--- src/design/efc_pkg.sv ---
// Shared constants for the edge frequency counter with glitch filter.
// No dependencies; imported by the top level and its checker.
package efc_pkg;

    localparam int RING_DEPTH_DEF = 8;

    localparam int TS_W       = 32;
    localparam int PERIOD_W   = 24;
    localparam int THR_W      = 22;
    localparam int USED_OUT_W = 6;
    localparam int CFG_IDX_W  = 1;

    localparam logic [PERIOD_W-1:0] MIN_PERIOD_RST = PERIOD_W'(1000);
    localparam logic [PERIOD_W-1:0] MAX_PERIOD_RST = PERIOD_W'(10000000);

    localparam int THR_NUM   = 15;
    localparam int THR_DEN   = 100;
    localparam int SCALED_W  = PERIOD_W + 4;
    localparam int DVS_W     = 7;

    // floor(x / THR_DEN) as (x * THR_RECIP) >> THR_SHIFT for x below 2**SCALED_W
    localparam int RECIP_W   = 29;
    localparam int THR_SHIFT = 35;
    localparam logic [RECIP_W-1:0] THR_RECIP = RECIP_W'(343597384);

    localparam logic [CFG_IDX_W-1:0] REG_MIN_PERIOD = 1'b0;
    localparam logic [CFG_IDX_W-1:0] REG_MAX_PERIOD = 1'b1;

endpackage

--- src/design/efc_div.sv ---
// Restoring divider, one quotient bit per cycle.
// Used by the average step; no dependencies.
module efc_div #(
    parameter int DIVIDEND_W = 30,
    parameter int DIVISOR_W  = 7
) (
    input  logic                  i_clk,
    input  logic                  i_rst_n,
    input  logic                  i_start,
    input  logic [DIVIDEND_W-1:0] i_dividend,
    input  logic [DIVISOR_W-1:0]  i_divisor,
    output logic                  o_done,
    output logic [DIVIDEND_W-1:0] o_quotient
);

    localparam int CNT_W = $clog2(DIVIDEND_W + 1);

    logic                  r_busy;
    logic                  r_done;
    logic [CNT_W-1:0]      r_cnt;
    logic [DIVISOR_W-1:0]  r_rem;
    logic [DIVISOR_W-1:0]  r_dvs;
    logic [DIVIDEND_W-1:0] r_quo;

    logic [DIVISOR_W:0]    trial;
    logic                  fits;
    logic [DIVISOR_W:0]    diff;

    assign trial = {r_rem, r_quo[DIVIDEND_W-1]};
    assign fits  = (trial >= {1'b0, r_dvs});
    assign diff  = trial - {1'b0, r_dvs};

    always_ff @(posedge i_clk) begin
        if (!i_rst_n) begin
            r_busy <= 1'b0;
            r_done <= 1'b0;
            r_cnt  <= '0;
        end else begin
            r_done <= r_busy && (r_cnt == CNT_W'(1));
            if (i_start) begin
                r_busy <= 1'b1;
                r_cnt  <= CNT_W'(DIVIDEND_W);
            end else if (r_busy) begin
                r_cnt <= r_cnt - CNT_W'(1);
                if (r_cnt == CNT_W'(1)) begin
                    r_busy <= 1'b0;
                end
            end
        end
    end

    always_ff @(posedge i_clk) begin
        if (i_start) begin
            r_quo <= i_dividend;
            r_rem <= '0;
            r_dvs <= i_divisor;
        end else if (r_busy) begin
            r_rem <= fits ? diff[DIVISOR_W-1:0] : trial[DIVISOR_W-1:0];
            r_quo <= {r_quo[DIVIDEND_W-2:0], fits};
        end
    end

    assign o_done     = r_done;
    assign o_quotient = r_quo;

endmodule

--- src/design/edge_frequency_counter_deglitch.sv ---
// Channel   | valid        | ready        | payload
// edge/req  | i_in_valid   | o_in_ready   | i_func, i_timestamp_us
// report    | o_out_valid  | i_out_ready  | o_tick_count, o_average_period,
//           |              |              | o_glitch_threshold, o_gaps_used
// config    | i_cfg_wr_en  | (none)       | i_cfg_addr, i_cfg_wdata
//
// Edge beat: applied at acceptance.
// Report beat: input held off through the ring walk, the serial divider for the average,
// the scaling step and the emit, which waits while the output register is still full.
// Reset: synchronous, no clearing pass; ring entries read as zero until written.
// A finished report holds in the output register while edges keep flowing in.
// Top level: ring, sequencer and output register; uses efc_pkg and efc_div.
module edge_frequency_counter_deglitch
    import efc_pkg::*;
#(
    parameter int RING_DEPTH = RING_DEPTH_DEF
) (
    input  logic                  i_clk,
    input  logic                  i_rst_n,
    input  logic                  i_in_valid,
    output logic                  o_in_ready,
    input  logic                  i_func,
    input  logic [TS_W-1:0]       i_timestamp_us,
    output logic                  o_out_valid,
    input  logic                  i_out_ready,
    output logic [TS_W-1:0]       o_tick_count,
    output logic [PERIOD_W-1:0]   o_average_period,
    output logic [THR_W-1:0]      o_glitch_threshold,
    output logic [USED_OUT_W-1:0] o_gaps_used,
    input  logic                  i_cfg_wr_en,
    input  logic [CFG_IDX_W-1:0]  i_cfg_addr,
    input  logic [PERIOD_W-1:0]   i_cfg_wdata
);

    localparam int PTR_W  = $clog2(RING_DEPTH);
    localparam int SUM_W  = PERIOD_W + PTR_W;
    localparam int DIV_W  = SUM_W;
    localparam int PROD_W = SCALED_W + RECIP_W;
    localparam logic [PTR_W-1:0] LAST_SLOT = PTR_W'(RING_DEPTH - 1);
    localparam logic [PTR_W-1:0] LAST_GAP  = PTR_W'(RING_DEPTH - 2);

    localparam logic [2:0] S_IDLE  = 3'd0;
    localparam logic [2:0] S_FIRST = 3'd1;
    localparam logic [2:0] S_WALK  = 3'd2;
    localparam logic [2:0] S_DIV1  = 3'd3;
    localparam logic [2:0] S_SCALE = 3'd4;
    localparam logic [2:0] S_EMIT  = 3'd5;

    logic [2:0]            r_state;
    logic [PERIOD_W-1:0]   r_min_period;
    logic [PERIOD_W-1:0]   r_max_period;
    logic [TS_W-1:0]       r_ring [RING_DEPTH];
    logic [RING_DEPTH-1:0] r_valid;
    logic [PTR_W-1:0]      r_wptr;
    logic [TS_W-1:0]       r_total;
    logic [TS_W-1:0]       r_last;
    logic                  r_armed;
    logic [THR_W-1:0]      r_min_gap;
    logic [PTR_W-1:0]      r_pos;
    logic [PTR_W-1:0]      r_k;
    logic [TS_W-1:0]       r_rd_data;
    logic                  r_rd_vld;
    logic [TS_W-1:0]       r_prev;
    logic [SUM_W-1:0]      r_sum;
    logic [PTR_W-1:0]      r_used;
    logic [PERIOD_W-1:0]   r_avg;
    logic [THR_W-1:0]      r_thr;
    logic                  r_out_valid;
    logic [TS_W-1:0]       r_out_tick;
    logic [PERIOD_W-1:0]   r_out_avg;
    logic [THR_W-1:0]      r_out_thr;
    logic [USED_OUT_W-1:0] r_out_used;

    logic                  in_fire;
    logic                  edge_fire;
    logic                  rep_fire;
    logic [PTR_W-1:0]      rd_addr;
    logic [TS_W-1:0]       edge_gap;
    logic                  edge_counts;
    logic [TS_W-1:0]       rd_word;
    logic [TS_W-1:0]       ring_gap;
    logic                  gap_keep;
    logic [SCALED_W-1:0]   scaled;
    logic [PROD_W-1:0]     thr_prod;
    logic                  div_start;
    logic [DIV_W-1:0]      div_dividend;
    logic [DVS_W-1:0]      div_divisor;
    logic                  div_done;
    logic [DIV_W-1:0]      div_quo;
    logic                  emit_go;

    function automatic logic [PTR_W-1:0] next_slot(input logic [PTR_W-1:0] p);
        next_slot = (p == LAST_SLOT) ? '0 : p + PTR_W'(1);
    endfunction

    assign o_in_ready = (r_state == S_IDLE);
    assign in_fire    = i_in_valid && o_in_ready;
    assign edge_fire  = in_fire && !i_func;
    assign rep_fire   = in_fire && i_func;

    assign edge_gap    = i_timestamp_us - r_last;
    assign edge_counts = !edge_gap[TS_W-1] && (edge_gap >= TS_W'(r_min_gap));

    assign rd_addr  = (r_state == S_IDLE) ? r_wptr : r_pos;
    assign rd_word  = r_rd_vld ? r_rd_data : '0;
    assign ring_gap = rd_word - r_prev;
    assign gap_keep = !ring_gap[TS_W-1] && (ring_gap != '0)
                      && (ring_gap > TS_W'(r_min_period))
                      && (ring_gap < TS_W'(r_max_period));

    assign scaled   = {r_avg, 4'b0000} - SCALED_W'(r_avg);
    assign thr_prod = PROD_W'(scaled) * PROD_W'(THR_RECIP);
    assign emit_go  = (r_state == S_EMIT) && (!r_out_valid || i_out_ready);

    always_comb begin
        div_start    = 1'b0;
        div_dividend = DIV_W'(r_sum);
        div_divisor  = DVS_W'(r_used);
        if ((r_state == S_WALK) && (r_k == LAST_GAP)) begin
            div_start    = 1'b1;
            div_dividend = DIV_W'(r_sum) + (gap_keep ? DIV_W'(ring_gap) : '0);
            div_divisor  = DVS_W'(r_used) + (gap_keep ? DVS_W'(1) : '0);
        end
    end

    efc_div #(
        .DIVIDEND_W (DIV_W),
        .DIVISOR_W  (DVS_W)
    ) u_div (
        .i_clk      (i_clk),
        .i_rst_n    (i_rst_n),
        .i_start    (div_start),
        .i_dividend (div_dividend),
        .i_divisor  (div_divisor),
        .o_done     (div_done),
        .o_quotient (div_quo)
    );

    always_ff @(posedge i_clk) begin
        if (edge_fire && r_armed) begin
            r_ring[r_wptr] <= i_timestamp_us;
        end
        r_rd_data <= r_ring[rd_addr];
        r_rd_vld  <= r_valid[rd_addr];
    end

    always_ff @(posedge i_clk) begin
        if (!i_rst_n) begin
            r_min_period <= MIN_PERIOD_RST;
            r_max_period <= MAX_PERIOD_RST;
        end else if (i_cfg_wr_en) begin
            case (i_cfg_addr)
                REG_MIN_PERIOD: r_min_period <= i_cfg_wdata;
                REG_MAX_PERIOD: r_max_period <= i_cfg_wdata;
                default: ;
            endcase
        end
    end

    always_ff @(posedge i_clk) begin
        if (!i_rst_n) begin
            r_state     <= S_IDLE;
            r_valid     <= '0;
            r_wptr      <= '0;
            r_total     <= '0;
            r_last      <= '0;
            r_armed     <= 1'b0;
            r_min_gap   <= '0;
            r_out_valid <= 1'b0;
        end else begin
            if (o_out_valid && i_out_ready) begin
                r_out_valid <= 1'b0;
            end
            case (r_state)
                S_IDLE: begin
                    if (edge_fire) begin
                        if (!r_armed) begin
                            r_armed <= 1'b1;
                            r_last  <= i_timestamp_us;
                            r_total <= r_total + TS_W'(1);
                        end else begin
                            r_valid[r_wptr] <= 1'b1;
                            r_wptr          <= next_slot(r_wptr);
                            if (edge_counts) begin
                                r_last  <= i_timestamp_us;
                                r_total <= r_total + TS_W'(1);
                            end
                        end
                    end else if (rep_fire) begin
                        r_state <= S_FIRST;
                    end
                end
                S_FIRST: r_state <= S_WALK;
                S_WALK: begin
                    if (r_k == LAST_GAP) begin
                        r_state <= S_DIV1;
                    end
                end
                S_DIV1: begin
                    if (div_done) begin
                        r_state <= S_SCALE;
                    end
                end
                S_SCALE: r_state <= S_EMIT;
                S_EMIT: begin
                    if (emit_go) begin
                        r_min_gap   <= r_thr;
                        r_out_valid <= 1'b1;
                        r_state     <= S_IDLE;
                    end
                end
                default: r_state <= S_IDLE;
            endcase
        end
    end

    always_ff @(posedge i_clk) begin
        case (r_state)
            S_IDLE: begin
                r_pos <= next_slot(r_wptr);
                r_k   <= '0;
                r_sum <= '0;
                r_used <= '0;
            end
            S_FIRST: begin
                r_prev <= rd_word;
                r_pos  <= next_slot(r_pos);
            end
            S_WALK: begin
                r_prev <= rd_word;
                r_pos  <= next_slot(r_pos);
                r_k    <= r_k + PTR_W'(1);
                if (gap_keep) begin
                    r_sum  <= r_sum + SUM_W'(ring_gap);
                    r_used <= r_used + PTR_W'(1);
                end
            end
            S_DIV1: begin
                if (div_done) begin
                    r_avg <= (r_used == '0) ? '0 : div_quo[PERIOD_W-1:0];
                end
            end
            S_SCALE: begin
                r_thr <= thr_prod[THR_SHIFT +: THR_W];
            end
            S_EMIT: begin
                if (emit_go) begin
                    r_out_tick <= r_total;
                    r_out_avg  <= r_avg;
                    r_out_thr  <= r_thr;
                    r_out_used <= USED_OUT_W'(r_used);
                end
            end
            default: ;
        endcase
    end

    assign o_out_valid        = r_out_valid;
    assign o_tick_count       = r_out_tick;
    assign o_average_period   = r_out_avg;
    assign o_glitch_threshold = r_out_thr;
    assign o_gaps_used        = r_out_used;

endmodule

--- config.mk ---
export PLATFORM = sky130hd
export DESIGN_NAME = edge_frequency_counter_deglitch
export DESIGN_NICKNAME = d
export VERILOG_FILES = /design/src/design/efc_pkg.sv /design/src/design/efc_div.sv /design/src/design/edge_frequency_counter_deglitch.sv
export SDC_FILE = /design/constraint.sdc
export NUM_CORES = 2
export LEC_CHECK = 0
export BUFFER_PORTS_ARGS = -buffer_cell sky130_fd_sc_hd__buf_4
export CAP_MARGIN = 20
export CORE_MARGIN = 2
export CORE_UTILIZATION = 53
export DETAILED_ROUTE_END_ITERATION = 16
export GPL_TIMING_DRIVEN = 0
export PLACE_DENSITY_LB_ADDON = 0.3
export REMOVE_ABC_BUFFERS = 1
export SLEW_MARGIN = 40
export SYNTH_ARGS = -nofsm -noshare
export SYNTH_HDL_FRONTEND = slang
export SYNTH_SLANG_ARGS = --single-unit
--- constraint.sdc ---
create_clock -name i_clk -period 9.4 [get_ports i_clk]
set_input_delay 0.94 -clock i_clk [delete_from_list [all_inputs] [get_ports i_clk]]
set_output_delay 0.94 -clock i_clk [all_outputs]
set_load 0.02 [all_outputs]
Word level (Yosys, flattened, before mapping)
Memories as Yosys holds them, arrays and structs flattened. A register that Yosys moved wholly into a read port is not among the register bits. Cells that the tools add are included.

Bits in registers: 391. RAM bits: 256. Input bits: 63. Output and inout port bits: 86. Word-level logic and storage cells: 148. Memories: 1.

Add/sub/neg operators: 13. Multipliers: 1. $lt $le $gt $ge: 7. Equal/unequal tests: 16. Muxes and demuxes: 42. Bitwise gates (word level): 3. Reduce and logical (&&, ||, !) cells: 35.

Memory list: r_ring (words 8, bits a word 32, read ports 1, clocked after memory_dff 1, wr ports 1, line edge_frequency_counter_deglitch.sv:52) `logic [TS_W-1:0] r_ring [RING_DEPTH];`.

Operator list (number): 32-bit two-way mux (5); 27-bit two-way mux (5); 32-bit subtractor (2); 27-bit adder (2); 28-bit by 26-bit multiplier with 54-bit output (second input constant) (1); 27-bit case mux with 2 select lines (1); 32-bit by 1-bit adder with 32-bit output (second input constant) (1); 32-bit by 22-bit >= comparator with 1-bit output (1); 32-bit by 24-bit greater-than comparator with 1-bit output (1); 32-bit by 24-bit less-than comparator with 1-bit output (1); 32-bit nonzero test (1); 3-bit two-way mux (10); 28-bit by 24-bit subtractor with 28-bit output (1); 3-bit case mux with 2 select lines (3); 3-bit case mux with 6 select lines (1); 3-bit equality test (second input constant) (5); 1-bit logical AND (13); 3-bit by 1-bit adder with 3-bit output (second input constant) (4); 1-bit two-way mux (12); 2-bit AND reduction (6); 5-bit two-way mux (2); 8-bit by 4-bit >= comparator with 1-bit output (1); 3-bit by 4-bit less-than comparator with 1-bit output (second input constant) (2); 2-bit by 1-bit inequality test with 1-bit output (second input constant) (4); 20 further kinds (32).

Longest topological paths before layout
Word-level depth: 10. Mapped depth: 42. Gate-level depth less buffers: 39.

Hierarchy
Synthesis repeated with hierarchy kept, for this count alone.

Cells, all modules: 4126. Area total of the unflattened synthesis: 46039.2 µm².

Modules (own cells, without submodules): edge_frequency_counter_deglitch (instances 1, cells an instance 3924, area each 43545.5 µm², sequential area each 17206.5 µm²); efc_div (instances 1, cells an instance 202, area each 2493.6 µm², sequential area each 1301.2 µm²).

Least setup slack after synthesis
No wires, ideal clock.

Path type: reg2reg. Start: register r_avg[0]. End: register r_thr[21], data pin. Library setup time: 0.260 ns. Arrival time: 9.095 ns. Required time: 9.140 ns. Path slack: 0.045 ns. Cell stages (with the launch flop): 36. Clock period less this slack: 9.355 ns. Cells stage by stage: edfxtp_1 ha_1 nor4bb_1 o21bai_1 a21boi_0 o21ai_0 a21boi_0 o21ai_0 o21ai_0 o41ai_1 o21bai_1 a21oi_1 xnor2_1 xnor2_1 fa_1 inv_1 fa_1 inv_1 fa_1 fa_1 fa_1 inv_1 fa_1 inv_1 ha_1 nand2_1 nor2_1 nor4bb_1 a31oi_1 a21oi_1 o21a_1 a31oi_1 o221a_2 o311ai_0 a21oi_1 xnor2_1.

Cells in the longest elaborated chain, start to end: 2.

Ends and longest elaborated chain: from (decl) (line edge_frequency_counter_deglitch.sv:66) `logic [PERIOD_W-1:0] r_avg;`; from (signal assigned) (line edge_frequency_counter_deglitch.sv:240) `r_avg <= (r_used == '0) ? '0 : div_quo[PERIOD_W-1:0];`; 28-bit by 24-bit subtractor with 28-bit output (line edge_frequency_counter_deglitch.sv:111) `assign scaled = {r_avg, 4'b0000} - SCALED_W'(r_avg);`; 28-bit by 26-bit multiplier with 54-bit output (line edge_frequency_counter_deglitch.sv:112) `assign thr_prod = PROD_W'(scaled) * PROD_W'(THR_RECIP);`; net thr_prod[56] (line edge_frequency_counter_deglitch.sv:84) `logic [PROD_W-1:0] thr_prod;`; to (signal assigned) (line edge_frequency_counter_deglitch.sv:244) `r_thr <= thr_prod[THR_SHIFT +: THR_W];`; to (decl) (line edge_frequency_counter_deglitch.sv:67) `logic [THR_W-1:0] r_thr;`.

The timed path passes the listed nets, and every way through them passes these cells. A chain may end at the register's enable or synchronous reset.

Worst setup path after layout
Start: register r_avg[1]. End: register r_thr[21], data pin.

Same word-level chain as after synthesis.

==> results.tsv <==
metric	value	unit
slowest_stage	fa_1	
ioPinCount	149	
cts_tree	built	
cp.required	9.75	ns
routed_wl	109000	um
via_count	30861	
hpwlAfterDp	81900	um
syn2layout_area_growth	16.1	%
post-route-period-util	97.8	%
antenna_found_initial	8	
fin_tns_setup	0	ns
hold_class	flip-flop to flip-flop	
die_y	297	um
multi_input_area	25100	um^2
worstHoldStart	r_min_period[15]	
finalHoldViolations	0	
worst_setup_path_start_kind	flip-flop	
crit_type	flip-flop to flip-flop	
route.detailed.drc	0	
coreArea	85000	um^2
drt_first_pass_iters	6	
drt_iter0_drc	2001	
rows	107	
ff_latch_area	18400	um^2
peakVddDrop	0.170	mV
yosys_warnings	0	
drive_gt1_share	15.4	%
p_leak	0.0226	uW
seqPwrFrac	36.5	%
vias_per_cell	5.53	
worst-r2r-cell-count	37	
clockPowerShare	28.7	%
final.setup_skew	0.0562	ns
slew_headroom	37.7	%
start_util	53.4	%
grt_overflow	0	
r2r-start	r_avg[1]	
clk-insertion-delay-late	0.67	ns
drv_slew	0	
fin_total_pwr	10600	uW
grt_setup_unrepaired	yes	
utilization	62.0	%
final_cell_mix	inv_1 (667), ha_1 (511), edfxtp_1 (482), nand2_1 (258), fa_1 (250)	
ys_seq_area_share	40.6	%
syn-cell-area	45400	um^2
reg2reg_slack	0.21	ns
cts.sinks	679	
p_switching	3550	uW
status	finished clean	
grt_pass1_wl	169000	um
async_reset_ff_share	0	%
setup_viol_count_final	0	
final_common_cell	inv_1	
cts_buffer_depth	3	
max_freq	0.109	GHz
timing.rr.end	r_thr[21]	
critPathMaxFanout	7	
port_buffers	145	
power_switching_share	33.6	%
whs_path_depth	2	
wl_per_cell	19.6	um
cpPeakStageDelay	0.57	ns
crit_path_end_kind	flip-flop	
synth_area_per_cell	11.1	um^2
tightest_slew	0.928	ns
grt_pass1_vias	30453	
synth_edf_count	482	
pwr-share-comb	34.8	%
path_clk_slew	0.06	ns
grt_max_degree	80	
maxCapViolations	0	
cpMostUsedCell	fa_1	
htreeDepth	3	
grt_use_total	25.0	%
clockRootBuffer	clkbuf_16	
cp_data_arrival_time	9.54	ns
die_width	297	um
internal-power	7020	uW
ys_types	85	
place.gp.congestion	0.945	
min_period	9.19	ns
hold-path-endpoint	r_min_period[15]	
power.density	201	nW/um^2
synth-seq-cells	679	
dieArea	88000	um^2
synth_flop_cell	edfxtp_1	
synthCells	4101	
cts_buffers	74	
fin_nets	5210	
fill_cells	6552	
final_antenna_net_count	0	
[final cells by class]
| type | count | area share (%) |
|---|---|---|
| clock inverters | 29 | 0.715 |
| inverters | 679 | 4.87 |
| clock buffers | 108 | 4.26 |
| multi-input cells | 2650 | 47.7 |
| well taps | 1144 | 2.72 |
| diodes | 2 | 0.00950 |
| repair buffers | 287 | 4.72 |
| flip-flops and latches | 679 | 35.0 |
[power by group through the flow]
stage | Sequential, uW | Combinational (uW) | Clock, uW
2_1_floorplan | 3880 | 2680 | 0
3_3_place_gp | 3930 | 3460 | 0
3_5_place_dp | 3920 | 3610 | 0
4_1_cts | 3860 | 3660 | 3080
5_1_grt | 3890 | 4070 | 3200
6_report | 3860 | 3680 | 3030
[registers in the layout, summed over array words and instances (netlist names), 22 cells and up]
name,cells
r_ring,256
o_tick_count,32
r_last,32
r_prev,32
r_rd_data,32
r_total,32
r_sum,27
u_div.o_quotient,27
o_average_period,24
r_avg,24
r_max_period,24
r_min_period,24
o_glitch_threshold,22
r_min_gap,22
r_thr,22
[worst max-delay path, delay by kind of cell (launching register included)]
| family | cells | cell delay, ns |
|---|---|---|
| fa+ha+maj | 9 | 3.97 |
| xor+xnor | 2 | 0.25 |
| compound gates | 14 | 2.67 |
| buf+inv | 9 | 1.00 |
| flops | 1 | 0.55 |
| simple gates | 3 | 0.46 |
[worst max path at each step]
stage | startpoint | endpoint | slack [ns] | depth (start not counted)
detailed placement | r_avg[0] | r_thr[21] | -2.09 | 34
CTS | r_rd_vld | u_div.o_quotient[26] | 0.0004 | 39
floorplan | r_avg[0] | r_thr[21] | 0.05 | 35
global route | r_avg[0] | r_thr[16] | -0.14 | 38
global placement | r_avg[0] | r_thr[21] | -2.70 | 34
finish | r_avg[1] | r_thr[21] | 0.21 | 37
[metrics by stage]
stage / cell area [um^2] / setup WS [ns] / hold slack [ns] / cells
after floorplan: 45000 / 0.0494 / 0.421 / 4007
after global placement: 47500 / -2.70 / 0.433 / 5296
after detailed placement: 48700 / -2.09 / 0.442 / 5363
after CTS: 51900 / 0.000439 / 0.448 / 5536
after global routing: 52700 / -0.144 / 0.466 / 5576
final: 52700 / 0.208 / 0.453 / 5578
[layer usage]
metal	up-vias	global-route usage, %	wire (um)
li1	14714	-	-
met1	15073	33.3	46100
met2	873	40.3	51700
met3	191	5.92	8080
met4	10	8.38	3410
met5	-	0	66
[kinds of logic (layout without fill, tap and decap cells)]
logic type      Yosys count  count (layout)  synth area share [%]
other cells               1               7               0.00826
simple gates            893             894                  9.48
mux                     149             149                  5.21
fa+ha+maj               776             776                  25.6
xor+xnor                176             176                  3.40
buf+inv                 777            1103                  6.51
flops                   679             679                  40.6
compound gates          650             650                  9.22
[Yosys cell counts, types with 10 or more instances]
| master | count | share of area (%) |
|---|---|---|
| o41ai_1 | 17 | 0.33 |
| xnor2_1 | 109 | 2.1 |
| o211ai_1 | 25 | 0.41 |
| nand4_1 | 23 | 0.32 |
| buf_1 | 10 | 0.083 |
| a21o_1 | 81 | 1.3 |
| dfxtp_1 | 197 | 8.7 |
| or3_1 | 20 | 0.28 |
| a31oi_1 | 17 | 0.23 |
| nand2b_1 | 47 | 0.65 |
| clkbuf_1 | 76 | 0.63 |
| o21a_1 | 18 | 0.30 |
| mux2_2 | 36 | 0.89 |
| nor2b_1 | 33 | 0.46 |
| a21boi_0 | 11 | 0.18 |
| xor2_1 | 67 | 1.3 |
| nor2_1 | 235 | 1.9 |
| a211oi_1 | 23 | 0.38 |
| and3_1 | 20 | 0.28 |
| o21bai_1 | 20 | 0.33 |
| ha_1 | 523 | 14 |
| edfxtp_1 | 482 | 32 |
| or2_2 | 19 | 0.26 |
| and4_1 | 10 | 0.19 |
| nand3_1 | 54 | 0.60 |
| mux2i_1 | 47 | 1.0 |
| o31ai_1 | 14 | 0.23 |
| a21oi_1 | 213 | 2.3 |
| inv_1 | 676 | 5.6 |
| o311ai_0 | 15 | 0.29 |
| mux4_2 | 66 | 3.3 |
| fa_1 | 253 | 11 |
| o21ai_0 | 124 | 1.4 |
| and2_1 | 89 | 1.2 |
| nand2_1 | 260 | 2.2 |
| nor3_1 | 48 | 0.53 |
[repair_timing]
action | 4_1_cts | 5_1_grt
hold buffers | 0 | 0
gates cloned | 1 | 0
pin swaps | 19 | 58
gates resized for setup | 60 | 76
buffers inserted | 35 | 41
setup endpoints to repair | 35 | 21
Note: power is estimated with default switching activity, not from simulation.
